[src/rtl/vdedup_pkg.sv]
// shared types, sizes and helpers for the exact-match vertex deduplicator
package vdedup_pkg;

   localparam int TABLE_DEPTH = 1024;
   localparam int IDX_W       = $clog2(TABLE_DEPTH);
   localparam int CNT_W       = $clog2(TABLE_DEPTH + 1);
   localparam int KEY_W       = 256;
   localparam int VIDX_W      = 10;
   localparam int RSP_DATA_W  = 16;

   typedef struct packed {
      logic             wr_en;
      logic [IDX_W-1:0] wr_addr;
      logic [KEY_W-1:0] wr_data;
      logic             rd_en;
      logic [IDX_W-1:0] rd_addr;
   } mem_req_type;

   typedef struct packed {
      logic              table_full;
      logic              is_new;
      logic [VIDX_W-1:0] vertex_index;
   } res_type;

   // low bits of a table index, zero-extended when the table is narrow
   function automatic logic [VIDX_W-1:0] to_vidx(input logic [IDX_W-1:0] idx);
      logic [VIDX_W+IDX_W-1:0] wide;
      wide = {{VIDX_W{1'b0}}, idx};
      return wide[VIDX_W-1:0];
   endfunction

endpackage

[src/rtl/vdedup_walk.sv]
// lookup sequencer: walks stored keys through one comparator, appends on a miss unless the table is full
module vdedup_walk (
   input  logic                         clock,
   input  logic                         reset,
   input  logic                         start,
   input  logic                         first_of_mesh,
   input  logic [vdedup_pkg::KEY_W-1:0] key,
   output logic                         idle,
   output logic                         res_vld,
   input  logic                         res_rdy,
   output vdedup_pkg::res_type          res,
   output vdedup_pkg::mem_req_type      mem_req,
   input  logic [vdedup_pkg::KEY_W-1:0] rd_data
);
   import vdedup_pkg::*;

   localparam logic [1:0] ST_IDLE = 2'd0;
   localparam logic [1:0] ST_SCAN = 2'd1;
   localparam logic [1:0] ST_RESP = 2'd2;

   logic [1:0]       state_ff, state_in;
   logic [CNT_W-1:0] count_ff, count_in;
   logic [CNT_W-1:0] scan_ff, scan_in;
   logic             pend_ff, pend_in;
   logic [IDX_W-1:0] pidx_ff, pidx_in;
   logic [KEY_W-1:0] key_ff, key_in;
   res_type          res_ff, res_in;
   logic             hit;

   // one comparator, fed one stored key per cycle
   assign hit = pend_ff && (rd_data == key_ff);

   always_comb begin
      state_in        = state_ff;
      count_in        = count_ff;
      scan_in         = scan_ff;
      pend_in         = 1'b0;
      pidx_in         = pidx_ff;
      key_in          = key_ff;
      res_in          = res_ff;
      mem_req         = '0;
      mem_req.rd_addr = scan_ff[IDX_W-1:0];
      mem_req.wr_addr = count_ff[IDX_W-1:0];
      mem_req.wr_data = key_ff;
      case (state_ff)
         ST_IDLE: begin
            if (start) begin
               key_in   = key;
               scan_in  = '0;
               state_in = ST_SCAN;
               if (first_of_mesh) begin
                  count_in = '0;
               end
            end
         end
         ST_SCAN: begin
            if (hit) begin
               res_in.vertex_index = to_vidx(pidx_ff);
               res_in.is_new       = 1'b0;
               res_in.table_full   = 1'b0;
               state_in            = ST_RESP;
            end else if (scan_ff < count_ff) begin
               mem_req.rd_en = 1'b1;
               scan_in       = scan_ff + CNT_W'(1);
               pend_in       = 1'b1;
               pidx_in       = scan_ff[IDX_W-1:0];
            end else if (!pend_ff) begin
               // every stored key compared without a hit
               if (count_ff == CNT_W'(TABLE_DEPTH)) begin
                  res_in.vertex_index = '0;
                  res_in.is_new       = 1'b0;
                  res_in.table_full   = 1'b1;
               end else begin
                  mem_req.wr_en       = 1'b1;
                  count_in            = count_ff + CNT_W'(1);
                  res_in.vertex_index = to_vidx(count_ff[IDX_W-1:0]);
                  res_in.is_new       = 1'b1;
                  res_in.table_full   = 1'b0;
               end
               state_in = ST_RESP;
            end
         end
         ST_RESP: begin
            if (res_rdy) begin
               state_in = ST_IDLE;
            end
         end
         default: begin
            state_in = ST_IDLE;
         end
      endcase
   end

   always_ff @(posedge clock) begin
      if (reset) begin
         state_ff <= ST_IDLE;
         count_ff <= '0;
         pend_ff  <= 1'b0;
      end else begin
         state_ff <= state_in;
         count_ff <= count_in;
         pend_ff  <= pend_in;
      end
      scan_ff <= scan_in;
      pidx_ff <= pidx_in;
      key_ff  <= key_in;
      res_ff  <= res_in;
   end

   assign idle    = (state_ff == ST_IDLE);
   assign res_vld = (state_ff == ST_RESP);
   assign res     = res_ff;

endmodule

[config.mk]
export PLATFORM = sky130hd
export DESIGN_NAME = vdedup_walk
export DESIGN_NICKNAME = d
export VERILOG_FILES = /design/src/rtl/vdedup_pkg.sv /design/src/rtl/vdedup_walk.sv
export SDC_FILE = /design/constraint.sdc
export NUM_CORES = 1
export LEC_CHECK = 0
export BUFFER_PORTS_ARGS = -buffer_cell sky130_fd_sc_hd__buf_2
export CORE_AREA = 4 4 312 314
export CTS_CLUSTER_DIAMETER = 100
export DETAILED_ROUTE_END_ITERATION = 8
export DIE_AREA = 0 0 316 318
export GPL_TIMING_DRIVEN = 1
export PLACE_DENSITY = 0.36
export SLEW_MARGIN = 20
export SYNTH_ARGS = -nofsm -noshare
export SYNTH_HDL_FRONTEND = slang
export SYNTH_SLANG_ARGS = --single-unit
[constraint.sdc]
create_clock -name clock -period 11.58 [get_ports clock]
set_input_delay 0.579 -clock clock [delete_from_list [all_inputs] [get_ports clock]]
set_output_delay 0.579 -clock clock [all_outputs]
set_load 0.05 [all_outputs]
## Yosys cells after proc, flatten, opt, wreduce, memory -nomap -nowiden

Index checks and enable logic that the tools add are counted.

- Register bits: 303
- Bits in latches: 0
- Memory bits (writable): 0
- Memory bits (read-only): 0
- Bits of input ports: 517
- Output and inout bits: 292
- Word-level logic and storage cells: 67
- Memories kept: 0

- Add/sub/neg operators: 2
- Multiply operators: 0
- Div/mod/pow operators: 0
- Magnitude comparators: 1
- Equal/unequal tests: 16
- Shift operators: 0
- Mux-type cells: 29
- Bitwise gates (word level): 1
- Reduce and logical (&&, ||, !) cells: 9

Operator list:

| operator | number |
|---|---|
| equality test 256 bit | 1 |
| two-way mux 11 bit | 9 |
| one-hot mux 11 bit (2 select lines) | 2 |
| two-way mux 12 bit | 3 |
| adder 11 x 1 -> 11 bit (second input constant) | 2 |
| inequality test 2 bit (second input constant) | 8 |
| equality test 11 bit (second input constant) | 1 |
| less-than comparator 11 bit | 1 |
| two-way mux 10 bit | 1 |
| two-way mux 2 bit | 5 |
| two-way mux 1 bit | 8 |
| AND reduction 4 bit | 2 |
| AND reduction 7 bit | 1 |
| inequality test 3 bit (second input constant) | 2 |
| one-hot mux 2 bit (3 select lines) | 1 |
| AND reduction 3 bit | 2 |
| inequality test 2 x 1 -> 1 bit (second input constant) | 2 |
| equality test 2 x 1 -> 1 bit (second input constant) | 1 |
| equality test 2 bit (second input constant) | 1 |
| zero test 2 bit | 1 |
| AND reduction 2 bit | 1 |
| nonzero test 2 bit | 1 |
| logical AND 1 bit | 1 |
| inverter 1 bit | 1 |

## Depth between registers and ports, before layout

Gate-level depths: netlist of run 1.

- Depth after elaboration: 6
- Gate-level depth with buffers: 11
- Mapped depth without buffers: 9

## Worst setup path after synthesis of run 1

Ideal clock, no wire load.

- Path kind: register to register
- From: register state_ff[1]
- To: register scan_ff[0], enable pin
- Library setup time: 0.381 ns
- Arrival: 7.809 ns
- Required time: 11.199 ns
- Path slack: 3.390 ns
- Cell stages (with the launch flop): 4
- Buffers on the path: 0
- Clock period less this slack: 8.190 ns
- Cells stage by stage: dfxtp_1 -> nor2_1 -> and2_1 -> o21bai_1

- Longest elaborated chain between the ends: 3
- Elaborated cells on any way between the ends: 7
- Those cells by class: eq/ne: 4; reduce/logical: 3

Ends and longest elaborated chain:

| item | line | RTL |
|---|---|---|
| from (decl) | vdedup_walk.sv:21 | `logic [1:0] state_ff, state_in;` |
| from (signal assigned) | vdedup_walk.sv:100 | `state_ff <= state_in;` |
| zero test 2 bit (*) | n/a |  |
| named net idle | vdedup_walk.sv:8 | `output logic idle,` |
| inequality test 2 bit (no line) / nonzero test 2 bit (equally long branches) | n/a |  |
| AND reduction 4 bit (no line) (*) | n/a |  |
| to (signal assigned) | vdedup_walk.sv:104 | `scan_ff <= scan_in;` |
| to (decl) | vdedup_walk.sv:23 | `logic [CNT_W-1:0] scan_ff, scan_in;` |

Mark *: on every way through the listed nets, which the timed path passes. The rest lies on a longest branch.
A chain may end at the register's enable or synchronous reset.

==> flow_summary.rst, run 1 <==
.. list-table::
   :header-rows: 1

   * - Metric
     - Value
   * - Global Route Usage Sum
     - approximately 15%
   * - Drt first-iter violations
     - 681
   * - Adder-cell area share of the yosys netlist
     - around 1.2%
   * - Number of gates resized after CTS
     - 0
   * - Crit Reg-Reg Endpoint
     - res[1]
   * - Via density per instance
     - around 3.8
   * - Maximum buffer depth of the clock tree
     - 3
   * - Reg-to-reg slack, setup
     - 6.61 ns
   * - Final slew viol count
     - 0
   * - Root buffer cell
     - sky130_fd_sc_hd__clkbuf_16
   * - Drt drc
     - 0
   * - Initial Util
     - around 15%
   * - Class of the tightest hold or removal check
     - in2reg
   * - Crit path arrival time
     - 4.98 ns
   * - Synthesized area per cell
     - 13.6 um^2
   * - Worst-path cell chain
     - nor2b_1 -> a2111oi_0 -> buf_4 -> o2111ai_1 -> nor4_2 -> and2_1 -> and4_1 -> nor2_1 -> buf_2
   * - Hold-fix buffers at CTS
     - 0
   * - Count of buffers from port buffering
     - around 810
   * - Post-synthesis mux area share
     - around 1.4%
   * - Slowest cell on crit path
     - sky130_fd_sc_hd__nor4_2
   * - Number of clock sinks
     - 303
   * - Worst r2r path cells
     - 8
   * - Worst-Margin Slew
     - roughly 1.2 ns
   * - Area of the mapped netlist
     - 13,800 um^2
   * - Levels on crit path
     - 9
   * - Utilization after layout
     - between 20% and 30%
   * - Leading cell types by count after synthesis
     - 289 x sky130_fd_sc_hd__edfxtp_1, 115 x sky130_fd_sc_hd__xnor2_1, 87 x sky130_fd_sc_hd__inv_1
   * - Setup crit start kind
     - register
   * - Max-slew headroom at the worst pin
     - a little under a fifth
   * - Clock-pin slew on the worst setup and hold paths
     - ~0.06 ns
   * - Number of warning messages in the yosys log
     - 0
   * - Setup repair after global routing missed its margin
     - false
   * - Crit path capture type
     - output pin
   * - Area used by multi-input combinational logic
     - 4350 um^2
   * - Detail Placement HPWL
     - roughly 69,000 um
   * - Areal power density over the cells
     - between 150 and 200 nW/um^2
   * - H-tree depth reported by CTS
     - 2
   * - Routed Antenna Nets
     - 0
   * - Share of Yosys cell area claimed by the top area cell type
     - a little over three fifths
   * - Area added between synthesis and finish
     - 50.0%
   * - Number of enable flip-flop cells after synthesis
     - ~290
   * - Aggregate routed wire length
     - between 80,000 and 90,000 um
   * - Fraction of the mapped netlist area in compound gates
     - about 5.5%
   * - Area contributors post-synth
     - sky130_fd_sc_hd__edfxtp_1 63%, sky130_fd_sc_hd__xnor2_1 7.3%, sky130_fd_sc_hd__nand2b_1 3.1%
   * - Routability-driven placement congestion ratio
     - between 0.8 and 0.9
   * - Post-Synth XOR/XNOR Area
     - under 10%
   * - Leakage component of the power
     - between 0.008 and 0.009 uW
   * - Number of buffers and inverters on the critical path
     - 2
   * - Filler cell count
     - slightly above 10,000
   * - Worst hold path depth
     - 1
   * - Vias in the first global route
     - about 13,000
   * - Status
     - finished clean
   * - Placed Instance Area
     - ~19,000 um^2
   * - Family with the most delay on the worst path
     - simple AND/OR/NAND/NOR gates
   * - Synth Flop Type
     - sky130_fd_sc_hd__edfxtp_1
   * - Highest net fanout along the worst path
     - 16
   * - CP max stage delay
     - about 0.87 ns
   * - Finished Layout Cells
     - around 3,200
   * - Cells after DPL
     - ~3,000
   * - Critical path class
     - reg2out
   * - Count of standard-cell rows
     - approximately 110
   * - Number of distinct library cells after synthesis
     - roughly 60
   * - Maxcap violations
     - 0
   * - Detailed Routing Iterations Pass 1
     - 4
   * - Gate count of the mapped netlist
     - 1,019
   * - Die ar.
     - 100,000 um^2
   * - Sequential share of the synthesized area
     - between 60% and 70%
   * - Maximum clock frequency
     - about 0.18 GHz
   * - Final setup violation count
     - 0
   * - Post-CTS setup buffer count
     - 0
   * - Largest net degree at the start of global routing
     - 76
   * - Die Y
     - around 320 um
   * - Most used standard cell by instance count after synthesis
     - sky130_fd_sc_hd__edfxtp_1
   * - Basic-gate share of the synthesized area counting and, or, nand and nor cells
     - between 10 and 15%
   * - Number of buffers added by the clock tree synthesis step
     - 43
   * - Hold path start
     - key[93]
   * - Data required time at the worst endpoint
     - between 10 and 15 ns
   * - Worst-skew pair later-pin latency
     - about 0.59 ns
   * - Startpoint of the lowest-slack register-to-register path
     - key_ff[140]
   * - Wire length per cell after detailed routing
     - 25.3 um
   * - Cell accounting for the most synthesized area
     - sky130_fd_sc_hd__edfxtp_1
   * - Total nets after synthesis
     - 1,549
   * - Layout cell share with drive strength beyond 1
     - a little under half
   * - Core region area
     - 94,600 um^2
   * - First-pass GRT wire length
     - 106,000 um
   * - Die span in x
     - about 320 um
   * - Vias post-DR
     - about 12,000
   * - Synth async-reset ratio
     - 0%
   * - Antenna violations before repair
     - 34
   * - Part of the cycle the worst path needs
     - between 40% and 50%
   * - Number of nets in the layout
     - 2,386
   * - Worst setup skew after layout
     - about 0.021 ns
   * - Number of flip-flops and latches in the synthesized netlist
     - 303
   * - Max VDD drop
     - between 0.0001 and 0.00015 V
   * - Number of placed I/O pins
     - just over 800
   * - Sequential cell area in the final layout
     - approximately 9000 um^2
   * - Largest family of logic cells by synthesized area
     - simple AND/OR/NAND/NOR gates
   * - Shortest period the worst path allows
     - approximately 5.6 ns
   * - Total Neg Setup Slack
     - 0 ns
   * - Final non-filler cell area
     - about 21,000 um^2
   * - Hold EP
     - key_ff[93]
   * - CTS tree
     - built
   * - Global route overflow
     - 0
   * - Endpoints failing hold
     - 0
placed cells by master (no fill, tap or decap), drive strengths merged, types with 31 or more instances in the layout:
master and count:
nand2b 69, nor2b 59, inv 92, edfxtp 289, nand4 65, nor4 31, xor2 34, xnor2 115
buf 819, clkbuf 51, nor2 31
flip-flops by register name (all words and copies together) (netlist names):
name,cells
state_ff,2
res,12
scan_ff,11
key_ff,256
count_ff,11
pidx_ff,10
pend_ff,1
report_power, final:
group	internal (uW)	leakage [uW]	switching (uW)
registers	1340	0.00288	89.8
logic	222	0.00495	607
clock network	765	0.000672	541
through the flow:
| step | setup WS [ns] | hold WS [ns] | power (uW) |
|---|---|---|---|
| final | 6.02 | 0.162 | 3560 |
| after global routing | 5.75 | 0.106 | 3720 |
| after CTS | 5.65 | 0.0781 | 3640 |
| after detailed placement | 6.17 | 0.460 | 2290 |
| after global placement | 5.82 | 0.447 | 2290 |
| after floorplan | 3.39 | 0.435 | 1960 |
how the worst max path moves through the flow:
stage,from,to
global placement,rd_data[11],res[11]
detailed placement,rd_data[216],res[11]
finish,key_ff[140],mem_req[10]
global route,key_ff[140],mem_req[10]
CTS,key_ff[140],mem_req[10]
floorplan,state_ff[1],scan_ff[0]
routing by layer:
layer	wire length, um	global-route usage [%]
met1	34100	19.2
met2	38200	25.8
met3	6120	4.47
met4	1630	3.58
met5	68	0
cell families (layout without fill, tap and decap cells):
group,Yosys count,in the layout
AO/OA/AOI/OAI,97,97
XOR/XNOR,149,149
adder cells (fa/ha/maj),13,13
buffers and inverters,114,984
flip-flops,303,303
multiplexers,17,17
other,0,12
AND/OR/NAND/NOR,326,326
cell type report:
cell class / count / area share [%]
antenna: 12 / 0.145
multi-input combinational: 602 / 21.0
inverter: 87 / 1.57
sequential: 303 / 43.2
clock buffer: 51 / 5.43
timing repair buffer: 819 / 19.9
tap: 1265 / 7.63
clock inverter: 27 / 1.15
Power figures use the tool's default switching activity.
==> run 2, diff against run 1 <==
Settings changed: CORE_AREA 4 4 312 314 to 4 4 316 318, DIE_AREA 0 0 316 318 to 0 0 320 322.
Clock period 11.58 ns to 5.5 ns, I/O delays scaled along.
==> run 2 against run 1 <==
  * Clock power grew 110%
  * Via count grew 9.2%
  * Die area rose by 2.5%
  * Worst hold slack got worse by 0.065 ns
  * Core utilization grew 2.2 points
  * Non-clock buffer count up 259
  * Global-route usage grew 0.38 points
  * Critical path depth unchanged
  * Highest routed layer unchanged
  * Register-to-register slack got worse by 5.3 ns
  * First-iteration DRC count increased by 4.7%
  * Largest cell class unchanged
  * Sequential share of layout area is 4.8 points lower
  * Clock skew down 0.0020 ns
==> flow_summary.rst, run 2 (synthesis gave the netlist of run 1 again) <==
.. list-table::
   :header-rows: 1

   * - Metric
     - Value
   * - Root buffer cell
     - sky130_fd_sc_hd__clkbuf_16
   * - Count of standard-cell rows
     - around 110
   * - Maximum clock frequency
     - 0.215 GHz
   * - Leakage component of the power
     - about 0.0096 uW
   * - Max VDD drop
     - about 0.00024 V
   * - Post-CTS setup buffer count
     - 0
   * - Most used cells in the layout excluding fill and tap cells
     - 808 x sky130_fd_sc_hd__buf_2, 289 x sky130_fd_sc_hd__edfxtp_1, 257 x sky130_fd_sc_hd__dlygate4sd3_1
   * - Drt first-iter violations
     - slightly above 700
   * - Worst-skew pair later-pin latency
     - around 0.58 ns
   * - Drt drc
     - 0
   * - Wire length per cell after detailed routing
     - 24.5 um
   * - Shortest period the worst path allows
     - 4.64 ns
   * - Max-slew headroom at the worst pin
     - a little over a quarter
   * - Final setup violation count
     - 0
   * - Class of the tightest hold or removal check
     - in2reg
   * - H-tree depth reported by CTS
     - 2
   * - Die span in x
     - 320 um
   * - Layout cell share with drive strength beyond 1
     - 41.8%
   * - Via density per instance
     - roughly 3.8
   * - Endpoints failing hold
     - 0
   * - Clock-pin slew on the worst setup and hold paths
     - roughly 0.05 ns
   * - Areal power density over the cells
     - approximately 330 nW/um^2
   * - Crit Reg-Reg Endpoint
     - res[4]
   * - Most flop-heavy register
     - key_ff
   * - Worst hold path depth
     - 5
   * - Hold EP
     - state_ff[1]
   * - Antenna violations before repair
     - 47
   * - CTS tree
     - built
   * - First-pass GRT wire length
     - between 100,000 and 150,000 um
   * - Most common library cell in the layout ignoring fill and taps
     - sky130_fd_sc_hd__buf_2
   * - Count of buffers from port buffering
     - between 800 and 900
   * - Reg-to-reg slack, setup
     - ~1.4 ns
   * - Detailed Routing Iterations Pass 1
     - 5
   * - Part of the cycle the worst path needs
     - around 84%
   * - Critical path class
     - reg2out
   * - Worst-Margin Slew
     - between 1 and 1.5 ns
   * - Vias in the first global route
     - 14,071
   * - Final slew viol count
     - 0
   * - Crit path capture type
     - output pin
   * - Number of gates resized after CTS
     - 0
   * - Worst setup skew after layout
     - about 0.019 ns
   * - Data required time at the worst endpoint
     - 5.22 ns
   * - Vias post-DR
     - roughly 13,000
   * - Number of buffers added by the clock tree synthesis step
     - 41
   * - Area added between synthesis and finish
     - 68.6%
   * - Aggregate routed wire length
     - roughly 84,000 um
   * - Routed Antenna Nets
     - 0
   * - Global route overflow
     - 0
   * - Maximum buffer depth of the clock tree
     - 3
   * - Die Y
     - 322 um
   * - Startpoint of the lowest-slack register-to-register path
     - key_ff[35]
   * - Total Neg Setup Slack
     - 0 ns
   * - Largest register FFs
     - about 260
   * - Maxcap violations
     - 0
   * - Largest net degree at the start of global routing
     - approximately 130
   * - Setup repair after global routing missed its margin
     - false
   * - Routability-driven placement congestion ratio
     - between 0.8 and 0.9
   * - Launching instance or port of the critical path
     - key_ff[35]
   * - PnR Total Power
     - around 7600 uW
   * - Crit path arrival time
     - 4.37 ns
   * - Detail Placement HPWL
     - 72,200 um
   * - Global Route Usage Sum
     - roughly 16%
   * - Number of placed I/O pins
     - roughly 810
   * - Number of nets in the layout
     - 2,643
   * - Initial Util
     - approximately 14%
   * - Highest net fanout along the worst path
     - 16
   * - Setup crit start kind
     - register
   * - Hold path start
     - res_rdy
   * - Status
     - finished clean
   * - Number of clock sinks
     - slightly above 300
   * - Worst r2r path cells
     - 9
   * - Die ar.
     - 103,000 um^2
   * - Core region area
     - about 97,000 um^2
-- run 2: metrics by stage --
step	setup WS (ns)	utilization, %	cells	instance area [um^2]	hold slack, ns
2_1_floorplan	0.208	-	1019	13800	0.344
3_5_place_dp	1.22	20.1	3089	19400	0.453
3_3_place_gp	0.761	20.1	3089	19400	0.447
6_report	0.857	24.2	3428	23300	0.0962
5_1_grt	0.618	24.1	3426	23300	0.0700
4_1_cts	0.665	24.1	3417	23300	0.0376
-- run 2: per-layer routing --
metal / share of wire, % / GRT usage, % / vias up
met5: 0.080 / 0 / -
met3: 7.6 / 4.57 / 112
li1: - / - / 5975
met2: 49 / 26.9 / 610
met1: 41 / 18.9 / 6266
met4: 2.3 / 4.79 / 10
-- run 2: how the worst max path moves through the flow --
stage                   to  slack, ns  cells after the start
3_5_place_dp        res[3]       1.22                     10
4_1_cts        mem_req[10]       0.67                      9
2_1_floorplan   scan_ff[0]       0.21                      3
5_1_grt        mem_req[10]       0.62                      9
6_report       mem_req[10]       0.86                      9
3_3_place_gp        res[5]       0.76                      9
-- run 2: worst max-delay path, cell delays in order (launching register included) --
cell,delay (ns)
sky130_fd_sc_hd__edfxtp_1,0.43
sky130_fd_sc_hd__xor2_1,0.20
sky130_fd_sc_hd__a221oi_1,0.85
sky130_fd_sc_hd__nand4_1,0.52
sky130_fd_sc_hd__nor4_2,0.75
sky130_fd_sc_hd__and2_1,0.22
sky130_fd_sc_hd__and4_1,0.19
sky130_fd_sc_hd__buf_4,0.27
sky130_fd_sc_hd__nor2_1,0.11
sky130_fd_sc_hd__buf_2,0.23
-- run 2: power by group --
part           internal, uW  switching, uW
Combinational           593           1320
Clock                  1620           1060
Sequential             2810            189
Total                  5030           2570
-- run 2: timing repair --
action,in CTS,in global routing
hold endpoints to repair,260,0
hold buffers,257,0
endpoints found under the setup margin,0,0
-- run 2: cell type report --
type | instances | area [um^2]
inverter | 87 | 327
antenna | 11 | 27.5
timing repair buffer | 1078 | 6740
tap | 1276 | 1600
multi-input combinational | 602 | 4360
clock buffer | 53 | 1080
sequential | 303 | 8960
clock inverter | 18 | 235
fill | 10415 | 73200
